$ cat src/bfsd_pkg.sv
// Package for the blocking flow shop departure block.
// Holds the fixed field widths and the stage control type; no dependencies.
package bfsd_pkg;

  // Fixed field widths of the request and result streams.
  localparam int unsigned ProcWidth   = 16;
  localparam int unsigned DepWidth    = 32;
  localparam int unsigned IdxWidth    = 5;
  localparam int unsigned SumWidth    = 32;
  localparam int unsigned CfgWidth    = 6;
  localparam int unsigned InDataWidth = 16;
  localparam int unsigned OutDataWidth = 72;

  // Reset value of the machine count register.
  localparam logic [CfgWidth-1:0] CfgReset = 6'd32;

  // Control flags that travel with a request from the memory read stage.
  typedef struct packed {
    logic first;  // previous row reads as zero
    logic last;   // last machine of the job, no blocking term
  } stage_ctrl_t;

endpackage

$ cat src/blocking_flowshop_departure_top.sv
// Top level of the blocking flow shop departure block.
// Depends on bfsd_pkg for field widths and the stage control type.
//
// Channel   Dir  Handshake                       Payload
// s_axis    in   s_axis_tvalid_i/s_axis_tready_o  tdata: proc_time; tuser: new_sequence
// m_axis    out  m_axis_tvalid_o/m_axis_tready_i  tdata: departure_time, machine_index,
//                                                 idle_block_sum; tlast: job_done
// cfg       in   cfg_we_i                         cfg_wdata_i: machines per job
//
// One request per cycle is sustained while the result stream accepts. A request passes
// through the memory read stage (the previous-row memory has a registered read) and
// then sits in the output register, which drives the result stream.
// Reset clears the control state; the row memory holds no reset value and needs no
// clearing pass. A stalled output holds the read stage, which then stops new requests.
module blocking_flowshop_departure_top #(
  parameter int unsigned MAX_MACHINES = 32,
  parameter int unsigned TIME_WIDTH   = 32
) (
  input  logic                               clk_i,
  input  logic                               rst_ni,
  // Configuration write.
  input  logic                               cfg_we_i,
  input  logic [bfsd_pkg::CfgWidth-1:0]      cfg_wdata_i,   // machines per job
  // Request stream.
  input  logic                               s_axis_tvalid_i,
  output logic                               s_axis_tready_o,
  input  logic [bfsd_pkg::InDataWidth-1:0]   s_axis_tdata_i, // [15:0] proc_time
  input  logic                               s_axis_tuser_i, // new_sequence
  // Result stream.
  output logic                               m_axis_tvalid_o,
  input  logic                               m_axis_tready_i,
  // [31:0] departure_time, [36:32] machine_index, [68:37] idle_block_sum, [71:69] zero
  output logic [bfsd_pkg::OutDataWidth-1:0]  m_axis_tdata_o,
  output logic                               m_axis_tlast_o  // job_done
);

  localparam int unsigned AW = $clog2(MAX_MACHINES);
  localparam logic [8:0]  MaxM = 9'(MAX_MACHINES);
  localparam logic [8:0]  MinM = 9'd2;

  // Configuration register.
  logic [bfsd_pkg::CfgWidth-1:0] cfg_q;

  always_ff @(posedge clk_i or negedge rst_ni) begin
    if (!rst_ni) begin
      cfg_q <= bfsd_pkg::CfgReset;
    end else if (cfg_we_i) begin
      cfg_q <= cfg_wdata_i;
    end
  end

  // Clamp the machine count to the supported range.
  logic [8:0] m_w;
  logic [8:0] m_last;

  always_comb begin
    m_w = 9'(cfg_q);
    if (m_w < MinM) begin
      m_w = MinM;
    end else if (m_w > MaxM) begin
      m_w = MaxM;
    end
    m_last = m_w - 9'd1;
  end

  // Handshake signals.
  logic s_acc;
  logic s1_valid_q;
  logic s1_adv;
  logic out_valid_q;

  assign s1_adv          = s1_valid_q && (!out_valid_q || m_axis_tready_i);
  assign s_axis_tready_o = !s1_valid_q || s1_adv;
  assign s_acc           = s_axis_tvalid_i && s_axis_tready_o;

  // Machine position for the incoming request.
  logic          first_job_q;
  logic [AW-1:0] count_q;
  logic          in_first;
  logic [AW-1:0] in_cnt;
  logic [AW-1:0] in_j;
  logic          in_last;
  logic [AW-1:0] in_j_next;

  always_comb begin
    in_first = s_axis_tuser_i || first_job_q;
    in_cnt   = s_axis_tuser_i ? '0 : count_q;
    if (9'(in_cnt) >= m_last) begin
      in_j = AW'(m_last);
    end else begin
      in_j = in_cnt;
    end
    in_last   = (9'(in_j) == m_last);
    in_j_next = in_j + AW'(1);
  end

  always_ff @(posedge clk_i or negedge rst_ni) begin
    if (!rst_ni) begin
      first_job_q <= 1'b1;
      count_q     <= '0;
    end else if (s_acc) begin
      first_job_q <= in_last ? 1'b0 : in_first;
      count_q     <= in_last ? '0 : in_j_next;
    end
  end

  // Read stage registers.
  bfsd_pkg::stage_ctrl_t               s1_ctrl_q;
  logic [AW-1:0]                       s1_j_q;
  logic [bfsd_pkg::ProcWidth-1:0]      s1_p_q;

  always_ff @(posedge clk_i or negedge rst_ni) begin
    if (!rst_ni) begin
      s1_valid_q <= 1'b0;
    end else if (s_acc) begin
      s1_valid_q <= 1'b1;
    end else if (s1_adv) begin
      s1_valid_q <= 1'b0;
    end
  end

  always_ff @(posedge clk_i) begin
    if (s_acc) begin
      s1_ctrl_q.first <= in_first;
      s1_ctrl_q.last  <= in_last;
      s1_j_q          <= in_j;
      s1_p_q          <= s_axis_tdata_i[bfsd_pkg::ProcWidth-1:0];
    end
  end

  // Previous-row memory: one write port, two registered read ports.
  logic [TIME_WIDTH-1:0] row_mem [MAX_MACHINES];
  logic [TIME_WIDTH-1:0] rd_here_q;
  logic [TIME_WIDTH-1:0] rd_next_q;
  logic [TIME_WIDTH-1:0] dep;

  always_ff @(posedge clk_i) begin
    if (s1_adv) begin
      row_mem[s1_j_q] <= dep;
    end
    if (s_acc) begin
      rd_here_q <= row_mem[in_j];
      rd_next_q <= row_mem[in_j_next];
    end
  end

  // Capture the write that lands on the same edge as the read, for forwarding.
  logic                  fwd_we_q;
  logic [AW-1:0]         fwd_addr_q;
  logic [TIME_WIDTH-1:0] fwd_data_q;

  always_ff @(posedge clk_i or negedge rst_ni) begin
    if (!rst_ni) begin
      fwd_we_q <= 1'b0;
    end else if (s_acc) begin
      fwd_we_q <= s1_adv;
    end
  end

  always_ff @(posedge clk_i) begin
    if (s_acc) begin
      fwd_addr_q <= s1_j_q;
      fwd_data_q <= dep;
    end
  end

  // Departure recurrence and idle-plus-blocking term.
  logic [TIME_WIDTH-1:0] left_q;
  logic [TIME_WIDTH-1:0] sigma_q;
  logic [AW-1:0]         s1_j_next;
  logic [TIME_WIDTH-1:0] prev_here;
  logic [TIME_WIDTH-1:0] prev_next;
  logic [TIME_WIDTH-1:0] p_w;
  logic [TIME_WIDTH-1:0] base;
  logic [TIME_WIDTH:0]   add_sum;
  logic [TIME_WIDTH-1:0] add_sat;
  logic [TIME_WIDTH-1:0] t1;
  logic [TIME_WIDTH-1:0] term;
  logic [TIME_WIDTH-1:0] sig_base;
  logic [TIME_WIDTH:0]   sig_sum;
  logic [TIME_WIDTH-1:0] sig_new;
  logic                  j_zero;

  always_comb begin
    s1_j_next = s1_j_q + AW'(1);
    j_zero    = (s1_j_q == '0);
    p_w       = TIME_WIDTH'(s1_p_q);

    // Forward the value written on the read edge, and zero the row for a first job.
    prev_here = (fwd_we_q && fwd_addr_q == s1_j_q) ? fwd_data_q : rd_here_q;
    prev_next = (fwd_we_q && fwd_addr_q == s1_j_next) ? fwd_data_q : rd_next_q;
    if (s1_ctrl_q.first) begin
      prev_here = '0;
      prev_next = '0;
    end

    // Saturating add of the processing time.
    base    = j_zero ? prev_here : left_q;
    add_sum = {1'b0, base} + {1'b0, p_w};
    add_sat = add_sum[TIME_WIDTH] ? '1 : add_sum[TIME_WIDTH-1:0];

    // Blocking by the previous job on the next machine.
    dep = add_sat;
    if (!s1_ctrl_q.last && prev_next > add_sat) begin
      dep = prev_next;
    end

    // Idle plus blocking, each subtraction floored at zero.
    t1   = (dep > prev_here) ? dep - prev_here : '0;
    term = (t1 > p_w) ? t1 - p_w : '0;

    sig_base = j_zero ? '0 : sigma_q;
    sig_sum  = {1'b0, sig_base} + {1'b0, term};
    sig_new  = sig_sum[TIME_WIDTH] ? '1 : sig_sum[TIME_WIDTH-1:0];
  end

  always_ff @(posedge clk_i) begin
    if (s1_adv) begin
      left_q  <= dep;
      sigma_q <= sig_new;
    end
  end

  // Output register.
  logic [bfsd_pkg::DepWidth-1:0] out_dep_q;
  logic [bfsd_pkg::IdxWidth-1:0] out_idx_q;
  logic [bfsd_pkg::SumWidth-1:0] out_sum_q;
  logic                          out_last_q;
  logic [63:0]                   dep_ext;
  logic [63:0]                   sig_ext;
  logic [7:0]                    j_ext;

  assign dep_ext = 64'(dep);
  assign sig_ext = 64'(sig_new);
  assign j_ext   = 8'(s1_j_q);

  always_ff @(posedge clk_i or negedge rst_ni) begin
    if (!rst_ni) begin
      out_valid_q <= 1'b0;
    end else if (s1_adv) begin
      out_valid_q <= 1'b1;
    end else if (m_axis_tready_i) begin
      out_valid_q <= 1'b0;
    end
  end

  always_ff @(posedge clk_i) begin
    if (s1_adv) begin
      out_dep_q  <= dep_ext[bfsd_pkg::DepWidth-1:0];
      out_idx_q  <= j_ext[bfsd_pkg::IdxWidth-1:0];
      out_last_q <= s1_ctrl_q.last;
      out_sum_q  <= s1_ctrl_q.last ? sig_ext[bfsd_pkg::SumWidth-1:0] : '0;
    end
  end

  assign m_axis_tvalid_o = out_valid_q;
  assign m_axis_tlast_o  = out_last_q;
  assign m_axis_tdata_o  = {3'b000, out_sum_q, out_idx_q, out_dep_q};

  // A read stage that cannot advance keeps its request and position.
  assert property (@(posedge clk_i) disable iff (!rst_ni)
    s1_valid_q && !s1_adv |=> s1_valid_q && $stable(s1_j_q))
    else $error("read stage lost a stalled request");

  // The machine counter stays inside the row memory.
  assert property (@(posedge clk_i) disable iff (!rst_ni)
    32'(count_q) < MAX_MACHINES)
    else $error("machine counter out of range");

  // Each memory write comes with a result loaded into the output register.
  assert property (@(posedge clk_i) disable iff (!rst_ni)
    s1_adv |=> out_valid_q)
    else $error("row written without a result");

endmodule
$ cat config.mk
export PLATFORM = sky130hd
export DESIGN_NAME = blocking_flowshop_departure_top
export DESIGN_NICKNAME = d
export VERILOG_FILES = /design/src/bfsd_pkg.sv /design/src/blocking_flowshop_departure_top.sv
export SDC_FILE = /design/constraint.sdc
export NUM_CORES = 2
export LEC_CHECK = 0
export BUFFER_PORTS_ARGS = -buffer_cell sky130_fd_sc_hd__buf_2
export CORE_MARGIN = 5
export CORE_UTILIZATION = 35
export CTS_CLUSTER_SIZE = 8
export DETAILED_ROUTE_END_ITERATION = 10
export SYNTH_ARGS = -nofsm -noshare
export SYNTH_HDL_FRONTEND = slang
export SYNTH_SLANG_ARGS = --single-unit
$ cat constraint.sdc
create_clock -name clk_i -period 31.9 [get_ports clk_i]
set_input_delay 4.785 -clock clk_i [delete_from_list [all_inputs] [get_ports clk_i]]
set_output_delay 4.785 -clock clk_i [all_outputs]
set_load 0.02 [all_outputs]
==> qor.txt <==
Outcome -> complete, no violations
Total gr overflow -> 0
Vias per inst -> 6.11
CP most frequent cell -> o21ai_0
Final Worst Setup Slack -> 13.95 ns
Final Hold Violating Endpoints -> 0
Yosys top cell by area -> edfxtp_1
Area of the core -> 185,000 um^2
DRC -> 0
Post-cts gate resize count -> 0
Max H-tree Level -> 4
R2R cell count -> 60
Clock Skews -> 0.0414 ns
CTS sink cnt -> 1,265
Crit. path cell count -> 60
Worst Hold Class -> reg -> reg
Rows -> 158
CP Max Fanout -> 35
RePlAce Congestion -> 0.910
Post-layout min period -> 17.95 ns
CP Buf/Inv Count -> 4
Reg area -> 37,900 um^2
HPWL Detailed -> 123,000 um
Fill cells -> 17,080
Setup crit end kind -> register
First-pass GRT wire length -> 309,000 um
Slew margin rel. -> 9.31%
Final count of pins violating max slew -> 0
WL/cell -> 29.1 um
Peak supply drop -> 0.000126 V
Synth Warn # -> 0
CP arrival -> 18.49 ns
Worst-Skew Late Latency -> 0.82 ns
Chip width -> 442 um
Crit path kind -> reg -> reg
TritonCTS clock tree -> built
Slowest cell delay on critical path -> 0.92 ns
Worst-Margin Slew -> 1.36 ns
Crit share post-route -> 56.3%
Initial antenna violation count -> 4
Synthesis-to-layout area growth -> 13.0%
Final setup viols -> 0
Io pins -> 103
# nets final -> 5,011
Main flop type after synthesis -> edfxtp_1
CTS Buffer Depth -> 3
Pwr Total -> 8.50 mW
Distinct cells, synth -> 91
Yosys top cell area share -> 57.5%
CP Data Required Time -> 32.44 ns
Share of cells above drive strength 1 -> 16.8%
Number of max-cap violations -> 0
Startpoint Class -> register
Detail Route Antenna Nets -> 0
Root Buffer -> clkbuf_16
Mapped cell area -> 65,200 um^2
GRT Resource Usage Total -> 21.2%
Mapped Cells -> 4,787
I/O Buffers -> 99
Routed vias -> 44,992
Main area contributors after synthesis -> edfxtp_1, mux4_2, mux2i_1, ha_1, nand2_1
# Post-CTS Setup Buffers -> 0
Area occupied by multi-input gates -> 26,200 um^2
RSZ-0062 raised after global routing -> no
Vias in the first global route -> 44,688
Clock-pin slew on the worst setup and hold paths -> 0.05 ns
Top delay family on crit path -> compound AO/OA/AOI/OAI gates
Setup TNS -> 0 ns
Post-CTS Hold Buffers -> 0
Final Instance Count excl. Fillers -> 7,359
Syn Area/Cell -> 13.6 um^2
Fmax -> 0.0557 GHz
Post-synth EDFFs -> 1,250
Chip Height -> 442 um
Initial Util -> 35.2%
Crit path max-delay cell type -> a2111oi_0
Placed cell count -> 7,141
Leak Pwr -> 23.9 nW
Die area -> 195,000 um^2
Drt pass-1 iters -> 6
CTS Buf Count -> 176
Hold Crit Depth -> 2
Pin count of the biggest net entering global routing -> 150
Register area share after synthesis -> 58.1%
Dpl ws -> 14.04 ns
Asr flop ratio synth -> 1.19%
Synthesized flop and latch total -> 1,265
Routed WL -> 214,000 um
DRT iter0 DRCs -> 4,709
Hold_ws -> 0.483 ns
Pwr dens -> 115 nW/um^2
## cells in the mapped netlist (36+ instances only)
cell type,count
a211oi_1,143
a21o_1,52
a21oi_1,188
a311oi_1,65
a31oi_1,77
and2_1,71
and3_1,133
buf_2,57
clkbuf_1,250
edfxtp_1,1250
ha_1,140
inv_1,57
mux2i_1,427
mux4_2,256
nand2_1,447
nor2_1,237
nor3_1,78
o21ai_0,96
o221ai_1,128
or2_2,37
xnor2_1,61
xor2_1,36
## report_power, final
| group | total, mW | internal [mW] | switching (mW) |
|---|---|---|---|
| logic | 4.36 | 1.63 | 2.72 |
| registers | 2.47 | 2.39 | 0.0779 |
| clock network | 1.67 | 0.985 | 0.688 |
| total | 8.50 | 5.01 | 3.49 |
## metrics by stage
| stage | util [%] | instance area, um^2 |
|---|---|---|
| global placement | 37.2 | 68900 |
| CTS | 39.7 | 73700 |
| global route | 39.7 | 73700 |
| floorplan | - | 65200 |
| detailed placement | 37.2 | 68900 |
| finish | 39.7 | 73700 |
## logic make-up after synthesis
| logic type | count (synthesis) | share of synthesized area [%] |
|---|---|---|
| buffers and inverters | 402 | 2.53 |
| AO/OA/AOI/OAI | 1010 | 11.1 |
| adder cells (fa/ha/maj) | 144 | 2.81 |
| XOR/XNOR | 99 | 1.35 |
| multiplexers | 692 | 15.5 |
| AND/OR/NAND/NOR | 1174 | 8.54 |
| flip-flops | 1265 | 58.1 |
| other | 1 | 0.00575 |
## state kept, by name, indices dropped and copies added, names as in the netlist, 2 cells and up
name	cells
cfg_q	6
rd_here_q	32
fwd_data_q	32
count_q	5
s1_ctrl_q	2
fwd_addr_q	5
row_mem	1024
s1_j_q	5
out_sum_q	32
s1_p_q	16
rd_next_q	32
out_idx_q	5
out_dep_q	32
sigma_q	32
## worst paths after layout
| kind | startpoint | end | slack (ns) |
|---|---|---|---|
| min | count_q[0] | count_q[0] | 0.48 |
| max reg2reg | s1_j_q[3] | out_sum_q[27] | 13.95 |
| min reg2reg | count_q[0] | count_q[0] | 0.48 |
| max | s1_j_q[3] | out_sum_q[27] | 13.95 |
| min in group asynchronous | rst_ni | cfg_q[1] | 3.91 |
| max in group asynchronous | rst_ni | first_job_q | 27.67 |
## cell usage in the layout (no fill, tap or decap), types with 128 or more instances in the layout
cell type / synthesis / routed
mux2i_1: 427 / 424
nand2_1: 447 / 446
edfxtp_1: 1250 / 1250
ha_1: 140 / 139
a211oi_1: 143 / 143
nor2_1: 237 / 202
and3_1: 133 / 133
o221ai_1: 128 / 128
a21oi_1: 188 / 166
mux4_2: 256 / 256
clkbuf_16: 0 / 177
## worst register-to-register path: cells and delay by family (launching register included)
family	cells	cell delay [ns]
AO/OA/AOI/OAI	27	7.20
XOR/XNOR	1	0.24
buffers and inverters	4	1.38
AND/OR/NAND/NOR	22	6.07
multiplexers	1	0.21
flip-flops	1	0.54
adder cells (fa/ha/maj)	5	2.06
## cell type report
cell class              instances  area share, %
diodes                          7         0.0238
inverters                      58          0.314
multi-input cells            3122           35.6
repair buffers                216           1.98
well taps                    2480           4.21
clock buffers                 195           6.10
flip-flops and latches       1265           51.5
clock inverters                16          0.336
## per-layer routing
layer,global-route usage [%],up-vias,share of wire (%)
met2,34.5,2246,47
met5,0,-,0
met1,27.5,23067,40
met3,4.02,510,8.3
li1,-,19169,-
met4,9.72,0,4.9
(Power assumes the default switching activity.)
